$ cat src/sv/umc_pkg.sv
// ----------------------------------------------------------------------------
// umc_pkg
// Shared types and constants for the motor command controller.
// ----------------------------------------------------------------------------
package umc_pkg;

    localparam int PERIOD_W    = 20;
    localparam int THRESH_W    = 10;
    localparam int INTERVAL_W  = 6;
    localparam int CFG_DATA_W  = 20;
    localparam int CFG_INDEX_W = 2;
    localparam int SPEED_W     = 7;
    localparam int DIST_W      = 10;

    // period * speed, with speed at most 100
    localparam int PROD_W      = PERIOD_W + SPEED_W;
    // floor(x / 100) == (x * RECIP) >> RECIP_SHIFT for every x below 2**PROD_W
    localparam int RECIP_W     = 28;
    localparam int RECIP_SHIFT = 34;
    localparam logic [RECIP_W-1:0] RECIP = 28'd171798692;
    localparam int MUL_W       = PROD_W + RECIP_W;

    localparam logic [SPEED_W-1:0] SPEED_MAX = 7'd100;

    localparam logic [PERIOD_W-1:0]   PERIOD_RESET   = 20'd120000;
    localparam logic [THRESH_W-1:0]   THRESH_RESET   = 10'd3;
    localparam logic [INTERVAL_W-1:0] INTERVAL_RESET = 6'd20;

    localparam logic [CFG_INDEX_W-1:0] REG_PWM_PERIOD   = 2'd0;
    localparam logic [CFG_INDEX_W-1:0] REG_OBSTACLE     = 2'd1;
    localparam logic [CFG_INDEX_W-1:0] REG_TELEMETRY    = 2'd2;

    localparam logic [7:0] CHAR_LF   = 8'h0A;
    localparam logic [7:0] CHAR_CR   = 8'h0D;
    localparam logic [7:0] CHAR_NUL  = 8'h00;
    localparam logic [7:0] CHAR_ZERO = 8'h30;
    localparam logic [7:0] CHAR_NINE = 8'h39;
    localparam logic [7:0] CHAR_A    = 8'h41;
    localparam logic [7:0] CHAR_B    = 8'h42;
    localparam logic [7:0] CHAR_S    = 8'h53;

    localparam logic [3:0] KW_LEN      = 4'd6;
    localparam logic [3:0] KW_MISMATCH = 4'd15;

    // Completed-line command handed from the parser to the control logic
    typedef struct packed {
        logic               done;
        logic               buzzer;
        logic [7:0]         lead;
        logic [SPEED_W-1:0] value;
    } line_t;

    // Characters of the "buzzer" keyword
    function automatic logic [7:0] kw_char(input logic [2:0] idx);
        logic [7:0] ch;
        case (idx)
            3'd0:    ch = 8'h62; // b
            3'd1:    ch = 8'h75; // u
            3'd2:    ch = 8'h7A; // z
            3'd3:    ch = 8'h7A; // z
            3'd4:    ch = 8'h65; // e
            3'd5:    ch = 8'h72; // r
            default: ch = 8'h00;
        endcase
        return ch;
    endfunction

endpackage

$ cat src/sv/umc_line_parser.sv
// ----------------------------------------------------------------------------
// umc_line_parser
// Collects UART bytes into a line: leading character, saturated decimal
// value and keyword match; flags the line end.
// ----------------------------------------------------------------------------
module umc_line_parser #(
    parameter int LINE_CAPACITY = 19
) (
    input  logic                 clk,
    input  logic                 rst_n,
    input  logic                 fire,
    input  logic                 byte_valid,
    input  logic [7:0]           rx_byte,
    output umc_pkg::line_t       line
);

    localparam int LEN_W = $clog2(LINE_CAPACITY + 1);
    localparam logic [LEN_W-1:0] CAP = LEN_W'(LINE_CAPACITY);

    logic [LEN_W-1:0]            len_reg, len_next;
    logic [7:0]                  lead_reg, lead_next;
    logic [umc_pkg::SPEED_W-1:0] acc_reg, acc_next;
    logic [3:0]                  kw_reg, kw_next;
    logic                        nul_reg, nul_next;
    logic                        is_eol;
    logic                        is_digit;
    logic [9:0]                  acc_sum;

    assign is_eol   = (rx_byte == umc_pkg::CHAR_LF) || (rx_byte == umc_pkg::CHAR_CR);
    assign is_digit = (rx_byte >= umc_pkg::CHAR_ZERO) && (rx_byte <= umc_pkg::CHAR_NINE);
    assign acc_sum  = 10'(acc_reg) * 10'd10 + {6'b0, rx_byte[3:0]};

    assign line.done   = fire && byte_valid && is_eol;
    assign line.buzzer = (kw_reg == umc_pkg::KW_LEN);
    assign line.lead   = lead_reg;
    assign line.value  = acc_reg;

    always_comb
    begin
        len_next  = len_reg;
        lead_next = lead_reg;
        acc_next  = acc_reg;
        kw_next   = kw_reg;
        nul_next  = nul_reg;
        if (fire && byte_valid)
        begin
            if (is_eol)
            begin
                len_next  = '0;
                lead_next = '0;
                acc_next  = '0;
                kw_next   = '0;
                nul_next  = 1'b0;
            end
            else if (len_reg < CAP)
            begin
                if (!nul_reg)
                begin
                    if (len_reg == '0)
                    begin
                        lead_next = rx_byte;
                    end
                    if (rx_byte == umc_pkg::CHAR_NUL)
                    begin
                        nul_next = 1'b1;
                    end
                    else
                    begin
                        if ((kw_reg < umc_pkg::KW_LEN)
                            && (rx_byte == umc_pkg::kw_char(kw_reg[2:0])))
                        begin
                            kw_next = kw_reg + 4'd1;
                        end
                        else
                        begin
                            kw_next = umc_pkg::KW_MISMATCH;
                        end
                        if ((len_reg != '0) && is_digit)
                        begin
                            // saturate at full speed
                            acc_next = (acc_sum > 10'(umc_pkg::SPEED_MAX))
                                     ? umc_pkg::SPEED_MAX : acc_sum[6:0];
                        end
                    end
                end
                len_next = len_reg + LEN_W'(1);
            end
        end
    end

    always_ff @(posedge clk or negedge rst_n)
    begin
        if (!rst_n)
        begin
            len_reg  <= '0;
            lead_reg <= '0;
            acc_reg  <= '0;
            kw_reg   <= '0;
            nul_reg  <= 1'b0;
        end
        else
        begin
            len_reg  <= len_next;
            lead_reg <= lead_next;
            acc_reg  <= acc_next;
            kw_reg   <= kw_next;
            nul_reg  <= nul_next;
        end
    end

endmodule

$ cat config.mk
export PLATFORM = sky130hd
export DESIGN_NAME = umc_line_parser
export DESIGN_NICKNAME = d
export VERILOG_FILES = /design/src/sv/umc_pkg.sv /design/src/sv/umc_line_parser.sv
export SDC_FILE = /design/constraint.sdc
export NUM_CORES = 1
export LEC_CHECK = 0
export BUFFER_PORTS_ARGS = -buffer_cell sky130_fd_sc_hd__buf_2
export CAP_MARGIN = 20
export CORE_MARGIN = 4
export CORE_UTILIZATION = 45
export DETAILED_ROUTE_END_ITERATION = 7
export PLACE_DENSITY = 0.72
export SLEW_MARGIN = 5
export SYNTH_ARGS = -nofsm -noshare
export SYNTH_HDL_FRONTEND = slang
export SYNTH_SLANG_ARGS = --single-unit
$ cat constraint.sdc
create_clock -name clk -period 9.74 [get_ports clk]
set_input_delay 1.948 -clock clk [delete_from_list [all_inputs] [get_ports clk]]
set_output_delay 1.948 -clock clk [all_outputs]
set_load 0.02 [all_outputs]
==> out/results.ini, run 1 <==
[timing]
final_hold_viol_count=0
rsz0062_at_grt=false
finalSetupViolations=0
worst_clock_skew_ps=3.79
period_minus_slack_ps=5480
timing.final.crit_share_pct=56.2
worst-slew-pin-transition_ps=589
maxClockFrequency_mhz=183
timing.max_slew.rel_slack_pct=60.6
fin_tns_setup_ps=0
final-max-slew-violation-count=0

[clock_network]
cts_buffer_count=3
post_cts_resize_count=0
h-tree-depth=1
insertion_delay_ps=270
numClockSinks=25
ctsLongestPathBuffers=2
clk_pin_slew_ps=90
cts.hold.buffers_added=0
cts_root_buffer=clkbuf_8
tritoncts=done
postCtsSetupRepairBufs=0

[route]
dr.first_iter.drc_count=101
wl_per_cell_um=15.4
route.antenna.remaining_nets=0
drt-pass1-iter-count=4
num_vias=1712
detail_route.wirelength_mm=4.49
via_per_inst=5.86
drt_drc_violations_left=0

[placement]
finalWeightedCongestion=0.789
place.detailed.hpwl_mm=3.58
port-buffer-count=28

[yosys]
syn-cell-area_um2=2010
synthesized_nets=243
post_synth_inst_count=209
number_of_enable_flip_flop_cells_after_synthesis=0
postSynthRegisterBits=25
syn-mean-instance-area_um2=9.63
unique_cell_type_count_in_the_yosys_netlist=56
synth.largest_area_cell=dfrtp_1
synth-warning-count=0
synthArstFlopShare_pct=100
seq_area_frac_synth_pct=31.1
postSynth.topFlopCell=dfrtp_1
synth_top_area_share_pct=31.1
top_area_cells_in_the_synthesized_netlist=dfrtp_1 31%, ha_1 12%, nand2_1 3.0%

[worst_hold_path]
min-delay-path-class=reg2reg

[global_routing]
grt_pass1_vias=1704
grt_pass1_wl_mm=7.70
globalRouteOverflowTotal=0
antenna_found_initial=0
track_usage_pct=17.6
maximum_number_of_pins_on_one_net_before_global_route_repair=26

[die]
floorplan.io_pins=29
fp-row-count=24
core_um2=4350
initial_core_util_pct=46.2
die_h_um=74.9
die_w_um=74.9
die_area_um2=5600

[layout]
n_antenna_cell=0
layout-drive-gt1-share_pct=21.7
syn2layout_area_growth_pct=12.3
finish.net_count=275
largest_register_ffs=8

[worst_setup_path]
critical_path_class=in2out
critPathRequiredTime_ps=7790
setup.worst_path.start_class=input port
critPathCaptureType=output port
r2r_setup_slack_ps=6350
cp.arrival_ps=3530
crit_path_max_fanout=9

[power]
total_power_mw=0.444
power_density_nw_per_um2=197
leakage_nw=1.09
vdd.ir_drop.worst_mv=0.136

[run]
max-cap-violations=0

[status]
run_status=complete, no violations

==> kinds of logic (layout without fill, tap and decap cells) <==
kind of cell,after synthesis,after routing,synth area share (%)
AO/OA/AOI/OAI,61,61,23.8
XOR/XNOR,10,10,4.35
adder cells (fa/ha/maj),22,22,14.4
buffers and inverters,16,47,3.05
flip-flops,25,25,31.1
multiplexers,7,7,3.79
AND/OR/NAND/NOR,68,68,19.5
==> worst max-delay path: stages <==
cell	delay, ps
buf_2	130
or4_4	570
a211o_1	410
nor2_1	260
buf_2	220
==> synth_stat cells (3+ instances only) <==
master      n
dfrtp_1    25
ha_1       20
nand2_1    16
inv_1      15
nor2_1     12
o21ai_0    10
a21oi_1     8
xnor2_1     6
a211o_1     5
a21o_1      5
a22o_1      5
mux2_2      5
nor2b_1     5
nand3_1     4
nor3_1      4
o31ai_1     4
xor2_1      4
nand4_1     3
o2111ai_1   3
or4_1       3
or4b_2      3
==> layer usage <==
metal  GRT usage, %  part of all wire (%)  vias to the layer above
met5              0                     0                        -
met4           6.32                   1.6                        0
met3           2.00                   3.8                        7
met2           29.5                    48                       46
met1           23.3                    47                      804
li1               -                     -                      855
==> layout by cell type, fill, tap and decap left out, types with 2 or more instances in the layout <==
master / count
buf_2: 28
clkbuf_8: 3
nand3_1: 4
and2_1: 2
o2111ai_1: 3
or4_1: 3
inv_1: 15
xnor2_1: 6
nor2b_1: 5
o32a_1: 2
fa_1: 2
or4b_2: 3
and3_1: 2
nand4_1: 3
o31ai_1: 4
nor3_1: 4
o21ai_0: 10
nand2_1: 16
mux2i_1: 2
a211o_1: 5
a21o_1: 5
o41ai_1: 2
or2_2: 2
dfrtp_1: 25
mux2_2: 5
xor2_1: 4
nor2_1: 12
a22o_1: 5
a21oi_1: 8
o22ai_1: 2
nand2b_1: 2
ha_1: 20
==> per-stage QoR <==
stage	area, um2	setup slack, ps	utilization (%)	hold WS, ps	instances
after global placement	2210	4300	50.8	487	288
after detailed placement	2210	4270	50.8	498	288
after global routing	2260	4140	51.9	547	292
after floorplan	2010	4480	-	472	209
final	2260	4260	51.9	515	292
after CTS	2260	4270	51.9	518	292
==> area by class of cell <==
type,instances,area (um2)
Fill cell,409,2100
Sequential cell,25,626
Clock inverter,1,5.00
Clock buffer,3,41.3
Timing Repair Buffer,28,140
Inverter,15,56.3
Multi-Input combinational cell,168,1330
Tap cell,52,65.1
==> final timing paths <==
check                            startpoint           to  cells after the start
worst max-delay path             rx_byte[4]     line[16]                      5
worst min-delay path            lead_reg[2]  lead_reg[2]                      2
worst max register to register   acc_reg[1]   acc_reg[0]                     10
worst min register to register  lead_reg[2]  lead_reg[2]                      2
max in group asynchronous             rst_n    kw_reg[0]                      1
min in group asynchronous             rst_n   len_reg[2]                      1
==> power breakdown <==
group	total, mW	switching (mW)	internal, mW
logic	0.201	0.114	0.0867
registers	0.181	0.0394	0.142
clock network	0.0619	0.0333	0.0287
total	0.444	0.187	0.257
Power figures use the tool's default switching activity.
==> inputs of run 2 (changes only) <==
==> constraint.sdc (replaced) <==
create_clock -name clk -period 5.39 [get_ports clk]
set_input_delay 1.078 -clock clk [delete_from_list [all_inputs] [get_ports clk]]
set_output_delay 1.078 -clock clk [all_outputs]
set_load 0.02 [all_outputs]
==> run 2 against run 1 <==
  * Clock power increased by 79%
  * Non-clock buffer count unchanged
  * Core utilization unchanged
  * Worst hold slack worse by 3.5 ps
  * Die area did not move
  * Routed wire length decreased by 4.0%
==> out/results.ini, run 2 (synthesis gave the netlist of run 1 again) <==
[clock_network]
h-tree-depth=1
post_cts_resize_count=0
tritoncts=done
cts_buffer_count=3
numClockSinks=25
ctsLongestPathBuffers=2
cts_root_buffer=clkbuf_8
postCtsSetupRepairBufs=0
cts.hold.buffers_added=0
insertion_delay_ps=270
clk_pin_slew_ps=90

[timing]
timing.final.crit_share_pct=68.8
final_critical_path_setup_slack_ps=1680
worst_clock_skew_ps=1.58
period_minus_slack_ps=3710
fin_tns_setup_ps=0
finalSetupViolations=0
timing.max_slew.rel_slack_pct=59.7
maxClockFrequency_mhz=270
rsz0062_at_grt=false
final-max-slew-violation-count=0
worst-slew-pin-transition_ps=604
final_hold_viol_count=0

[worst_setup_path]
path_cells=buf_2, or4_4, a211o_1, nor2_1, buf_2
critical_path_class=in2out
worst_path_max_delay_cell=or4_4
crit_path_max_fanout=9
cpPeakStageDelay_ps=560
critPathCaptureType=output port
setup.worst_path.start_class=input port
cp.arrival_ps=2630
crit_path_frequent_cell=buf_2
crit_buf_inv=2
critPathRequiredTime_ps=4310
worst_path_dominant_cell_family=simple AND/OR/NAND/NOR gates

[worst_hold_path]
min-delay-path-class=reg2reg

[placement]
dpl_worst_slack_ps=1630
port-buffer-count=28
place.detailed.hpwl_mm=3.46
finalWeightedCongestion=0.816

[die]
die_area_um2=5600
floorplan.io_pins=29
initial_core_util_pct=46.2
die_h_um=74.9
die_w_um=74.9
fp-row-count=24
core_um2=4350

[route]
via_per_inst=5.85
wl_per_cell_um=14.8
num_vias=1709
drt_drc_violations_left=0
route.antenna.remaining_nets=0
detail_route.wirelength_mm=4.31
dr.first_iter.drc_count=66
drt-pass1-iter-count=5

[status]
run_status=complete, no violations

[power]
leakage_nw=1.09
power_density_nw_per_um2=352
vdd.ir_drop.worst_mv=0.258

[layout]
syn2layout_area_growth_pct=12.3
ff_latch_area_um2=626
layout.cells.most_common_list=28 x buf_2, 25 x dfrtp_1, 20 x ha_1
n_fill_cell=390
n_antenna_cell=0
largest_register_ffs=8
finish.net_count=275
layout-drive-gt1-share_pct=21.7
multi_input_logic_area_um2=1330
mostFrequentLayoutCell=buf_2

[global_routing]
grt_pass1_vias=1621
maximum_number_of_pins_on_one_net_before_global_route_repair=26
antenna_found_initial=0
globalRouteOverflowTotal=0
track_usage_pct=16.5
grt_pass1_wl_mm=7.07

[run]
max-cap-violations=0

-- run 2: cell counts in the layout (fill, tap and decap cells not counted) --
No cell type changed its count.
-- run 2: power by group --
part           internal [mW]  total (mW)  switching [mW]
Clock                 0.0517       0.111          0.0596
Combinational          0.156       0.361           0.205
Sequential             0.257       0.324          0.0674
-- run 2: metal layers --
layer / GRT usage (%) / vias up / part of all wire [%]
met5: 0 / - / 0
met3: 2.00 / 4 / 3.5
met1: 20.7 / 821 / 46
met4: 5.34 / 0 / 1.0
met2: 29.2 / 36 / 50
li1: - / 848 / -
-- run 2: worst reg2reg max path, delay by kind of cell (launching register included) --
kind                       cells  cell delay [ps]
and+or+nand+nor                1              630
xor gates and xnor gates       1              250
adders and majority gates      3              980
buffers and inverters          1               70
AOI/OAI and AO/OA              4              870
DFF                            1              450
-- run 2: worst paths after layout --
check,slack (ps),endpoint,start,depth (start not counted)
worst max-delay path,1680,line[16],rx_byte[4],5
worst min-delay path,510,lead_reg[4],lead_reg[4],1
worst max register to register,2040,acc_reg[0],acc_reg[1],10
worst min register to register,510,lead_reg[4],lead_reg[4],1
max in group asynchronous,4230,acc_reg[2],rst_n,1
min in group asynchronous,790,len_reg[1],rst_n,1
-- run 2: cell type report --
cell class                      instances  area share [%]
Clock buffer                            3            1.83
Clock inverter                          1           0.222
Inverter                               15            2.49
Multi-Input combinational cell        168            58.7
Sequential cell                        25            27.7
Tap cell                               52            2.88
Timing Repair Buffer                   28            6.20
-- run 2: metrics by stage --
step | hold slack (ps) | power [mW] | cell area (um2) | utilization (%) | cells
finish | 511 | 0.796 | 2260 | 51.9 | 292
global route | 539 | 0.859 | 2260 | 51.9 | 292
CTS | 515 | 0.803 | 2260 | 51.9 | 292
detailed placement | 491 | 0.690 | 2210 | 50.8 | 288
global placement | 486 | 0.682 | 2210 | 50.8 | 288
floorplan | 472 | 0.581 | 2010 | - | 209
==> inputs of run 3 (changes only) <==
--- a/config.mk
+++ b/config.mk
@@ -5,6 +5,7 @@
 export SDC_FILE = /design/constraint.sdc
 export NUM_CORES = 1
 export LEC_CHECK = 0
+export ABC_AREA = 1
 export BUFFER_PORTS_ARGS = -buffer_cell sky130_fd_sc_hd__buf_2
 export CAP_MARGIN = 20
 export CORE_MARGIN = 4
==> constraint.sdc (replaced) <==
create_clock -name clk -period 3.73 [get_ports clk]
set_input_delay 0.746 -clock clk [delete_from_list [all_inputs] [get_ports clk]]
set_output_delay 0.746 -clock clk [all_outputs]
set_load 0.02 [all_outputs]
==> run 3 against run 2 <==
  * Synthesized area grew 2.9%
  * Sequential share of layout area fell by 0.53 points
  * Critical path depth up 9
  * Global-route usage grew 1.2 points
  * Final area increased by 1.9%
  * Routed wire length increased by 6.8%
  * Combinational power fell by 34%
  * Register-to-register slack worse by 1100 ps
==> out/results.ini, run 3 <==
[yosys]
synthesized_nets=333
syn-cell-area_um2=2070
most_numerous_cell_in_the_yosys_netlist=nand2_1
unique_cell_type_count_in_the_yosys_netlist=31
synthArstFlopShare_pct=100
post_synth_inst_count=299
synth.largest_area_cell=dfrtp_1
syn-mean-instance-area_um2=6.93
number_of_enable_flip_flop_cells_after_synthesis=0
postSynth.topFlopCell=dfrtp_1
synth_top_area_share_pct=30.2
synth_top_cells_by_count=96 x nand2_1, 33 x nand3_1, 31 x inv_1
top_area_cells_in_the_synthesized_netlist=dfrtp_1 30%, nand2_1 17%, ha_1 12%
postSynthRegisterBits=25
seq_area_frac_synth_pct=30.2
synth-warning-count=0

[layout]
multi_input_logic_area_um2=1250
layout-drive-gt1-share_pct=15.8
finish.net_count=364
syn2layout_area_growth_pct=11.2
n_fill_cell=463
layout.cells.most_common_list=96 x nand2_1, 33 x nand3_1, 31 x inv_1
ff_latch_area_um2=626
finalInstanceArea_um2=2300
final_util_pct=52.2
largest_register_ffs=8
n_antenna_cell=0
mostFrequentLayoutCell=nand2_1

[timing]
final-max-slew-violation-count=0
final_hold_viol_count=0
finalSetupViolations=0
maxClockFrequency_mhz=359
rsz0062_at_grt=false
timing.max_slew.rel_slack_pct=62.2
fin_tns_setup_ps=0
worst-slew-pin-transition_ps=567
timing.final.crit_share_pct=74.7
whs_ps=462
period_minus_slack_ps=2790
worst_clock_skew_ps=2.07

[route]
wl_per_cell_um=12.1
dr.first_iter.drc_count=109
num_vias=1950
route.antenna.remaining_nets=0
drt-pass1-iter-count=4
drt_drc_violations_left=0
detail_route.wirelength_mm=4.60
via_per_inst=5.12

[worst_setup_path]
critPathRequiredTime_ps=3900
critPathCaptureType=flip-flop
critical_path_class=reg2reg
setup.worst_path.start_class=flip-flop
crit_path_max_fanout=5
r2r_setup_slack_ps=940
cp.arrival_ps=2950

[global_routing]
track_usage_pct=17.6
antenna_found_initial=0
grt_pass1_wl_mm=7.96
grt_pass1_vias=1814
maximum_number_of_pins_on_one_net_before_global_route_repair=26
globalRouteOverflowTotal=0

[clock_network]
cts.hold.buffers_added=0
ctsLongestPathBuffers=2
clk_pin_slew_ps=90
tritoncts=done
numClockSinks=25
post_cts_resize_count=0
h-tree-depth=1
postCtsSetupRepairBufs=0
insertion_delay_ps=270
cts_root_buffer=clkbuf_8
cts_buffer_count=3

[worst_hold_path]
min-delay-path-class=in2async

[placement]
finalWeightedCongestion=0.851
dpl_cell_area_um2=2260
port-buffer-count=28
place.detailed.hpwl_mm=3.72

[die]
die_h_um=75.8
floorplan.io_pins=29
initial_core_util_pct=46.9
core_um2=4410
die_w_um=75.8
fp-row-count=24
die_area_um2=5750

[status]
run_status=complete, no violations

[power]
leakage_nw=1.28
vdd.ir_drop.worst_mv=0.209
power_density_nw_per_um2=328

[run]
max-cap-violations=0

==> run 3: cell count changes in the layout (fill, tap and decap cells not counted), sizes merged, moves of 5 or more <==
| cell | previous run | this run |
|---|---|---|
| nor2 | 13 | 18 |
| nand2 | 17 | 99 |
| o21ai | 10 | 16 |
| a21o | 6 | 0 |
| mux2 | 5 | 0 |
| xnor2 | 6 | 0 |
| nand3 | 4 | 34 |
| a211o | 5 | 0 |
| nor2b | 5 | 0 |
| a22o | 5 | 0 |
| inv | 15 | 41 |
| nand4 | 3 | 8 |
==> run 3: cells by family after synthesis <==
| family | share of synthesized area, % |
|---|---|
| AOI/OAI and AO/OA | 9.49 |
| DFF | 30.2 |
| and+or+nand+nor | 35.7 |
| buffers and inverters | 9.31 |
| adders and majority gates | 14.0 |
| xor gates and xnor gates | 1.27 |
==> run 3: per-stage QoR <==
stage | total power [mW] | std cells | setup WS [ps]
floorplan | 0.533 | 299 | 1090
global placement | 0.592 | 377 | 992
detailed placement | 0.596 | 377 | 936
CTS | 0.762 | 381 | 917
global route | 0.811 | 381 | 612
finish | 0.755 | 381 | 944
==> run 3: per-layer routing <==
| layer | GRT usage (%) | wire (um) | vias to the layer above |
|---|---|---|---|
| li1 | - | - | 1034 |
| met1 | 24.1 | 2170 | 866 |
| met2 | 29.9 | 2180 | 46 |
| met3 | 2.90 | 222 | 4 |
| met4 | 2.33 | 25 | 0 |
| met5 | 0 | 0 | - |
==> run 3: area by class of cell <==
class,count,area share [%]
multi-input cells,227,54.4
inverters,45,7.55
well taps,52,2.83
flip-flops and latches,25,27.2
clock buffers,4,1.96
repair buffers,28,6.09
==> run 3: path summary, 6_finish.rpt <==
check                            start           to  cells after the start
max                         acc_reg[1]   acc_reg[5]                     14
min reg2reg                lead_reg[3]  lead_reg[3]                      2
min in group clk           lead_reg[3]  lead_reg[3]                      2
max in group asynchronous        rst_n   acc_reg[5]                      1
max reg2reg                 acc_reg[1]   acc_reg[5]                     14
min                              rst_n  lead_reg[4]                      1
==> run 3: critical path, cell delays in order (launching register included) <==
cell	delay [ps]
dfrtp_1	440
ha_1	310
ha_1	190
inv_1	70
fa_1	530
nor2_2	180
nand3_1	80
nor2_1	160
nand3_1	110
nand2_1	100
nand3_1	100
a21oi_2	210
nand2_1	90
nand2_1	60
nand2_1	50
==> run 3: power by group <==
| group | switching [mW] | internal [mW] |
|---|---|---|
| Combinational | 0.148 | 0.0895 |
| Sequential | 0.0434 | 0.312 |
| Clock | 0.0857 | 0.0764 |
